**config.mk**
```make
export PLATFORM = sky130hd
export DESIGN_NAME = relay_timer_pulse_controller
export DESIGN_NICKNAME = d
export VERILOG_FILES = /design/src/hdl/rtp_pkg.sv /design/src/hdl/rtp_cfg.sv /design/src/hdl/relay_timer_pulse_controller.sv
export SDC_FILE = /design/constraint.sdc
export NUM_CORES = 1
export LEC_CHECK = 0
export ABC_AREA = 1
export BUFFER_PORTS_ARGS = -buffer_cell sky130_fd_sc_hd__buf_2
export CAP_MARGIN = 20
export CORE_AREA = 2 2 133 264
export CTS_BUF_LIST = sky130_fd_sc_hd__clkbuf_4
export DETAILED_ROUTE_END_ITERATION = 7
export DIE_AREA = 0 0 135 266
export PLACE_DENSITY = 0.58
export RECOVER_POWER = 50
export REMOVE_ABC_BUFFERS = 1
export SYNTH_ARGS = -nofsm -noshare
export SYNTH_HDL_FRONTEND = slang
export SYNTH_SLANG_ARGS = --single-unit
export TNS_END_PERCENT = 30
```
**constraint.sdc**
```tcl
create_clock -name clk -period 5.8 [get_ports clk]
set_input_delay 1.16 -clock clk [delete_from_list [all_inputs] [get_ports clk]]
set_output_delay 1.16 -clock clk [all_outputs]
set_load 0.1 [all_outputs]
```
**src/hdl/rtp_pkg.sv**
```systemverilog
// ----------------------------------------------------------------------------
// rtp_pkg
// shared types and constants of the relay timer pulse controller
// ----------------------------------------------------------------------------
package rtp_pkg;

	localparam int unsigned MS_PER_S = 1000;
	localparam int unsigned PHASE_W  = 10;
	localparam int unsigned AMOUNT_W = 17;
	localparam int unsigned PULSE_W  = 16;
	localparam int unsigned TIMER_W  = 17;
	localparam int unsigned COUNT_W  = 32;
	localparam int unsigned ADDR_W   = 4;
	localparam int unsigned DATA_W   = 32;

	typedef enum logic [2:0] {
		OP_TICK   = 3'd0,
		OP_OFF    = 3'd1,
		OP_ON     = 3'd2,
		OP_TOGGLE = 3'd3,
		OP_PULSE  = 3'd4,
		OP_TSTART = 3'd5,
		OP_TSTOP  = 3'd6,
		OP_CLEAR  = 3'd7
	} op_t;

	typedef enum logic [1:0] {
		REG_INVERT  = 2'd0,
		REG_PULSE   = 2'd1,
		REG_TIMER   = 2'd2,
		REG_UNUSED  = 2'd3
	} reg_idx_t;

	typedef struct packed {
		logic                  output_inverted;
		logic [PULSE_W-1:0]    pulse_dflt_ms;
		logic [TIMER_W-1:0]    default_timer_s;
	} cfg_t;

	localparam logic [PULSE_W-1:0] DEF_PULSE_MS = 16'd500;
	localparam logic [TIMER_W-1:0] DEF_TIMER_S  = 17'd60;

endpackage

```
**src/hdl/rtp_cfg.sv**
```systemverilog
// ----------------------------------------------------------------------------
// rtp_cfg
// apb register file holding polarity and default lengths
// ----------------------------------------------------------------------------
module rtp_cfg (
	input  logic                       clk,
	input  logic                       arst_n,
	input  logic                       psel,
	input  logic                       penable,
	input  logic                       pwrite,
	input  logic [rtp_pkg::ADDR_W-1:0] paddr,
	input  logic [rtp_pkg::DATA_W-1:0] pwdata,
	output logic [rtp_pkg::DATA_W-1:0] prdata,
	output logic                       pready,
	output rtp_pkg::cfg_t              cfg
);
	import rtp_pkg::*;

	cfg_t     cfg_q;
	reg_idx_t idx;
	logic     wr_en;

	assign pready = 1'b1;
	assign idx    = reg_idx_t'(paddr[3:2]);
	assign wr_en  = psel & penable & pwrite & pready;
	assign cfg    = cfg_q;

	always_ff @(posedge clk or negedge arst_n) begin
		if (!arst_n) begin
			cfg_q.output_inverted  <= 1'b0;
			cfg_q.pulse_dflt_ms    <= DEF_PULSE_MS;
			cfg_q.default_timer_s  <= DEF_TIMER_S;
		end else if (wr_en) begin
			case (idx)
				REG_INVERT: cfg_q.output_inverted  <= pwdata[0];
				REG_PULSE:  cfg_q.pulse_dflt_ms    <= pwdata[PULSE_W-1:0];
				REG_TIMER:  cfg_q.default_timer_s  <= pwdata[TIMER_W-1:0];
				default: ;
			endcase
		end
	end

	always_comb begin
		case (idx)
			REG_INVERT: prdata = {{(DATA_W-1){1'b0}}, cfg_q.output_inverted};
			REG_PULSE:  prdata = {{(DATA_W-PULSE_W){1'b0}}, cfg_q.pulse_dflt_ms};
			REG_TIMER:  prdata = {{(DATA_W-TIMER_W){1'b0}}, cfg_q.default_timer_s};
			default:    prdata = '0;
		endcase
	end

endmodule

```
**src/hdl/relay_timer_pulse_controller.sv**
```systemverilog
// ----------------------------------------------------------------------------
// relay_timer_pulse_controller
// relay state, pulse and timer expiry, on-time and switch counters
// ----------------------------------------------------------------------------
// channel   dir  handshake           payload
// s_*       in   s_tvalid/s_tready   op, amount
// m_*       out  m_tvalid/m_tready   relay_on .. switches
// apb       in   psel/penable        output_inverted, pulse_dflt_ms,
//                                    default_timer_s
//
// one request per cycle while s_tready is high, result in the cycle after acceptance
// the state update and result are one pass of logic into the output register
// s_tready is high while the output register is empty or being drained
// reset gives relay off, no timer or pulse, counters zero, defaults 500 ms / 60 s
// ----------------------------------------------------------------------------
module relay_timer_pulse_controller #(
	parameter int unsigned PULSE_MIN_MS = 10,
	parameter int unsigned PULSE_MAX_MS = 60000,
	parameter int unsigned TIMER_MIN_S  = 1,
	parameter int unsigned TIMER_MAX_S  = 86400
) (
	input  logic                       clk,
	input  logic                       arst_n,
	input  logic                       s_tvalid,
	output logic                       s_tready,
	// op [2:0], amount [19:3]
	input  logic [23:0]                s_tdata,
	output logic                       m_tvalid,
	input  logic                       m_tready,
	// relay_on [0], drive_level [1], changed [2], timer_running [3],
	// pulse_running [4], timer_left_s [21:5], on_seconds [53:22], switches [85:54]
	output logic [87:0]                m_tdata,
	input  logic                       psel,
	input  logic                       penable,
	input  logic                       pwrite,
	input  logic [rtp_pkg::ADDR_W-1:0] paddr,
	input  logic [rtp_pkg::DATA_W-1:0] pwdata,
	output logic [rtp_pkg::DATA_W-1:0] prdata,
	output logic                       pready
);
	import rtp_pkg::*;

	cfg_t cfg;

	rtp_cfg u_cfg (
		.clk     (clk),
		.arst_n  (arst_n),
		.psel    (psel),
		.penable (penable),
		.pwrite  (pwrite),
		.paddr   (paddr),
		.pwdata  (pwdata),
		.prdata  (prdata),
		.pready  (pready),
		.cfg     (cfg)
	);

	localparam logic [AMOUNT_W-1:0] P_MIN = AMOUNT_W'(PULSE_MIN_MS);
	localparam logic [AMOUNT_W-1:0] P_MAX = AMOUNT_W'(PULSE_MAX_MS);
	localparam logic [AMOUNT_W-1:0] T_MIN = AMOUNT_W'(TIMER_MIN_S);
	localparam logic [AMOUNT_W-1:0] T_MAX = AMOUNT_W'(TIMER_MAX_S);
	localparam logic [PHASE_W-1:0]  MS_LAST = PHASE_W'(MS_PER_S - 1);

	logic                relay_q, relay_d;
	logic                timer_on_q, timer_on_d;
	logic                pulse_on_q, pulse_on_d;
	logic [TIMER_W-1:0]  t_sec_q, t_sec_d;
	logic [PHASE_W-1:0]  t_ms_q, t_ms_d;
	logic [PULSE_W-1:0]  p_left_q, p_left_d;
	logic [PHASE_W-1:0]  phase_q, phase_d;
	logic [COUNT_W-1:0]  on_sec_q, on_sec_d;
	logic [COUNT_W-1:0]  sw_q, sw_d;
	logic                m_valid_q;
	logic [87:0]         m_tdata_q;

	op_t                 op;
	logic [AMOUNT_W-1:0] amount;
	logic [AMOUNT_W-1:0] p_sel, t_sel, p_clamp, t_clamp;
	logic                accept, changed;
	logic [TIMER_W-1:0]  left_s;

	assign op       = op_t'(s_tdata[2:0]);
	assign amount   = s_tdata[19:3];
	assign s_tready = ~m_valid_q | m_tready;
	assign accept   = s_tvalid & s_tready;
	assign m_tvalid = m_valid_q;
	assign m_tdata  = m_tdata_q;

	assign p_sel = (amount != '0) ? amount : {1'b0, cfg.pulse_dflt_ms};
	assign t_sel = (amount != '0) ? amount : cfg.default_timer_s;

	always_comb begin
		p_clamp = p_sel;
		if (p_sel < P_MIN) p_clamp = P_MIN;
		if (p_sel > P_MAX) p_clamp = P_MAX;
		t_clamp = t_sel;
		if (t_sel < T_MIN) t_clamp = T_MIN;
		if (t_sel > T_MAX) t_clamp = T_MAX;
	end

	always_comb begin
		relay_d    = relay_q;
		timer_on_d = timer_on_q;
		pulse_on_d = pulse_on_q;
		t_sec_d    = t_sec_q;
		t_ms_d     = t_ms_q;
		p_left_d   = p_left_q;
		phase_d    = phase_q;
		on_sec_d   = on_sec_q;
		case (op)
			OP_TICK: begin
				if (phase_q == MS_LAST) begin
					phase_d = '0;
					if (relay_q) on_sec_d = on_sec_q + 1'b1;
				end else begin
					phase_d = phase_q + 1'b1;
				end
				if (timer_on_q) begin
					if (t_ms_q != '0) begin
						t_ms_d = t_ms_q - 1'b1;
					end else if (t_sec_q != '0) begin
						t_sec_d = t_sec_q - 1'b1;
						t_ms_d  = MS_LAST;
					end
					if (t_sec_d == '0 && t_ms_d == '0) begin
						relay_d    = 1'b0;
						timer_on_d = 1'b0;
					end
				end
				if (pulse_on_q) begin
					if (p_left_q != '0) p_left_d = p_left_q - 1'b1;
					if (p_left_d == '0) begin
						relay_d    = 1'b0;
						pulse_on_d = 1'b0;
					end
				end
			end
			OP_OFF:    relay_d = 1'b0;
			OP_ON:     relay_d = 1'b1;
			OP_TOGGLE: relay_d = ~relay_q;
			OP_PULSE: begin
				pulse_on_d = 1'b1;
				p_left_d   = p_clamp[PULSE_W-1:0];
				relay_d    = 1'b1;
			end
			OP_TSTART: begin
				timer_on_d = 1'b1;
				t_sec_d    = t_clamp;
				t_ms_d     = '0;
				relay_d    = 1'b1;
			end
			OP_TSTOP: timer_on_d = 1'b0;
			OP_CLEAR: on_sec_d = '0;
			default: ;
		endcase
	end

	assign changed = relay_d ^ relay_q;
	assign sw_d    = (op == OP_CLEAR) ? '0 : sw_q + {{(COUNT_W-1){1'b0}}, changed};
	assign left_s  = timer_on_d ? t_sec_d : '0;

	always_ff @(posedge clk or negedge arst_n) begin
		if (!arst_n) begin
			relay_q    <= 1'b0;
			timer_on_q <= 1'b0;
			pulse_on_q <= 1'b0;
			t_sec_q    <= '0;
			t_ms_q     <= '0;
			p_left_q   <= '0;
			phase_q    <= '0;
			on_sec_q   <= '0;
			sw_q       <= '0;
			m_valid_q  <= 1'b0;
		end else begin
			if (accept) begin
				relay_q    <= relay_d;
				timer_on_q <= timer_on_d;
				pulse_on_q <= pulse_on_d;
				t_sec_q    <= t_sec_d;
				t_ms_q     <= t_ms_d;
				p_left_q   <= p_left_d;
				phase_q    <= phase_d;
				on_sec_q   <= on_sec_d;
				sw_q       <= sw_d;
			end
			if (accept) m_valid_q <= 1'b1;
			else if (m_tready) m_valid_q <= 1'b0;
		end
	end

	always_ff @(posedge clk) begin
		if (accept) begin
			m_tdata_q <= {2'b00, sw_d, on_sec_d, left_s, pulse_on_d, timer_on_d,
				changed, relay_d ^ cfg.output_inverted, relay_d};
		end
	end

endmodule
```
==> reports/summary.txt <==
maximum VDD drop: 0.183 mV
sw power: 2730 uW
Worst path slowest cell: nand3b_1
Period Utilization, post-route: 0.886
Resize count post-CTS: 0
most frequent cell after synthesis: nand2_1
initial antenna violation count: 3
delay-heaviest family, CP: simple AND/OR/NAND/NOR gates
cell taking the most area after synthesis: dfrtp_1
Filler cells: 3540
Worst-Skew Late Latency: 0.76 ns
post-route ant nets: 0
ys flop type: dfrtp_1
internal cell power: 3380 uW
relative max-transition margin: -1.80
Cells after Synth: 1896
H-tree lvl count: 2
sequential share of power: 0.393
CP peak stage delay: 0.54 ns
largest cells by area after synthesis: dfrtp_1 26%, edfxtp_1 18%, nand2_1 13%, o21ai_0 7.3%, inv_1 6.9%
via count of the first global-routing pass: 13028
CTS max path bufs: 3
worst path required time: 6.31 ns
drt via density: 5.13
Die X-Extent: 135 um
first-pass GRT wire length: 65500 um
input/output buffers: 150
failing checks: capacitance limit, slew limit
clock power share: 0.235
Buf/Inv on CP: 3
clk sink count: 241
wire per inst: 16.2 um
Clock Skews: 0.0354 ns
cts hold-fix bufs: 0
Ports: 190
row count: 96
crit path launch: p_left_q[0]
reg-to-reg setup timing slack: 0.66 ns
RSZ-0062 raised after global routing: no
core area: 0.0341 mm^2
Yosys reg bits: 241
TritonRoute pass-1 iters: 6
CP arrival: 5.66 ns
Syn. warnings: 0
most frequent cells after synthesis: 490 x nand2_1, 259 x inv_1, 206 x o21ai_0
syn avg cell area: 7.41 um^2
nets: 2133
CP max FO: 18
Switching Share: 0.447
worst-margin pin slew: 4.19 ns
CP Launch Type: register
Final Max Tran Viols: 212
hold path start: on_sec_q[30]
Post-DP HPWL: 30100 um
via count: 13088
number of distinct library cells after synthesis: 55
status: finished, violations left
r2r startpoint: p_left_q[0]
final hold viol count: 0
CP Capture Type: register
cell area after synthesis: 0.0140 mm^2
Hold Slack: 0.496 ns
# DRC: 0
Area Growth Syn to Fin: 12.8%
Power per Cell Area: 386 mW/mm^2
Root Driver: clkbuf_4
leak pwr: 0.00748 uW
setup repair bufs after CTS: 0
CTS tree: built
final WL: 41400 um
number of setup violations in the final report: 0
CTS Buf Count: 57
Placer Congestion: 0.899
CP dominant cell by count: nand2_1
combinational power share: 0.372
register area share after synthesis: 0.461
Crit Path Category: register to register
global route total overflow: 0
Die Span Y: 266 um
Post-synth EDFFs: 86
Worst-path clk slew: 0.07 ns
die footprint: 0.0359 mm^2
achievable clock frequency: 0.195 GHz
GRT Total Usage: 0.231
setup TNS: 0 ns
Tmin final: 5.14 ns
pin count of the biggest net entering global routing: 115
1st-iter DRT viols: 855
min-delay worst type: register to register
share of the synthesized area in the top cell type: 0.258
Initial Utilization: 0.412
layout cells sized above 1: 0.138
Max-Cap Viols: 3
Async SR Flop Fraction: 0.643
per-layer routing:
metal	up-vias	track usage	routed length (um)
met2	356	0.439	22700
li1	6521	-	-
met3	129	0.0297	1480
met5	-	0	27
met1	6078	0.239	15000
met4	4	0.129	2250
through the flow:
| step | instance area, um^2 | worst slack, ns | cells | power, uW | utilization |
|---|---|---|---|---|---|
| 2_1_floorplan | 13700 | 0.161 | 1836 | 4160 | - |
| 3_3_place_gp | 15200 | 0.744 | 2440 | 4680 | 0.444 |
| 3_5_place_dp | 15200 | 0.687 | 2440 | 4710 | 0.444 |
| 4_1_cts | 15900 | 0.665 | 2548 | 6180 | 0.466 |
| 5_1_grt | 15800 | 0.0860 | 2550 | 6530 | 0.465 |
| 6_report | 15800 | 0.659 | 2550 | 6110 | 0.465 |
registers in the layout, summed over array words and instances, names as in the netlist:
name,cells
timer_on_q,1
m_tvalid,1
pulse_on_q,1
relay_q,1
t_ms_q,10
on_sec_q,32
m_tdata,86
phase_q,10
sw_q,32
p_left_q,16
u_cfg.cfg,34
t_sec_q,17
tightest hold or removal path, cell delays in order, from the launching register on:
cell     delay [ns]
dfrtp_1        0.35
nand2_1        0.05
o21ai_0        0.06
cell type report:
type,count,area [um^2],area share
Inverter,263,992,0.0626
Multi-Input combinational cell,1332,6250,0.394
Tap cell,441,552,0.0348
Sequential cell,241,6470,0.408
Timing Repair Buffer,164,830,0.0523
Clock inverter,20,86.3,0.00545
Antenna cell,1,2.50,0.000158
Clock buffer,88,661,0.0417
final timing paths:
| path | cells after the start | end |
|---|---|---|
| worst min register to register | 2 | on_sec_q[30] |
| min in group asynchronous | 1 | p_left_q[8] |
| max in group asynchronous | 2 | u_cfg.cfg[20] |
| worst min-delay path | 2 | on_sec_q[30] |
| worst max register to register | 29 | m_tdata[78] |
| worst max-delay path | 29 | m_tdata[78] |
placed cells by master, fill, tap and decap left out, drive strengths merged, types with 5 or more instances in the layout:
cell type,synthesis,routed
a21oi,64,64
a31oi,8,8
and2,13,13
buf,32,154
clkbuf,44,98
clkinv,2,21
conb,2,18
dfrtp,145,145
dfstp,10,10
edfxtp,86,86
ha,7,7
inv,261,262
nand2,497,497
nand3,125,125
nand4,29,29
nor2,211,211
nor3,41,41
nor4,9,9
o21ai,222,222
o22ai,29,29
or2,7,7
xnor2,5,5
xor2,22,22
power groups by stage:
stage / sequential (uW) / combinational, uW / clock, uW
2_1_floorplan: 2810 / 1350 / 0
3_3_place_gp: 2420 / 2250 / 0
3_5_place_dp: 2430 / 2280 / 0
4_1_cts: 2400 / 2290 / 1490
5_1_grt: 2450 / 2520 / 1570
6_report: 2400 / 2270 / 1430
logic make-up (layout without fill, tap and decap cells):
logic type                 count (synthesis)  after routing  share of synthesized area
DFF                                      241            241                      0.461
and+or+nand+nor                          939            939                      0.289
buffers and inverters                    339            535                     0.0976
AOI/OAI and AO/OA                        341            341                      0.129
xor gates and xnor gates                  27             27                     0.0168
adders and majority gates                  7              7                    0.00624
other                                      2             19                   0.000535
Power figures use the tool's default switching activity.
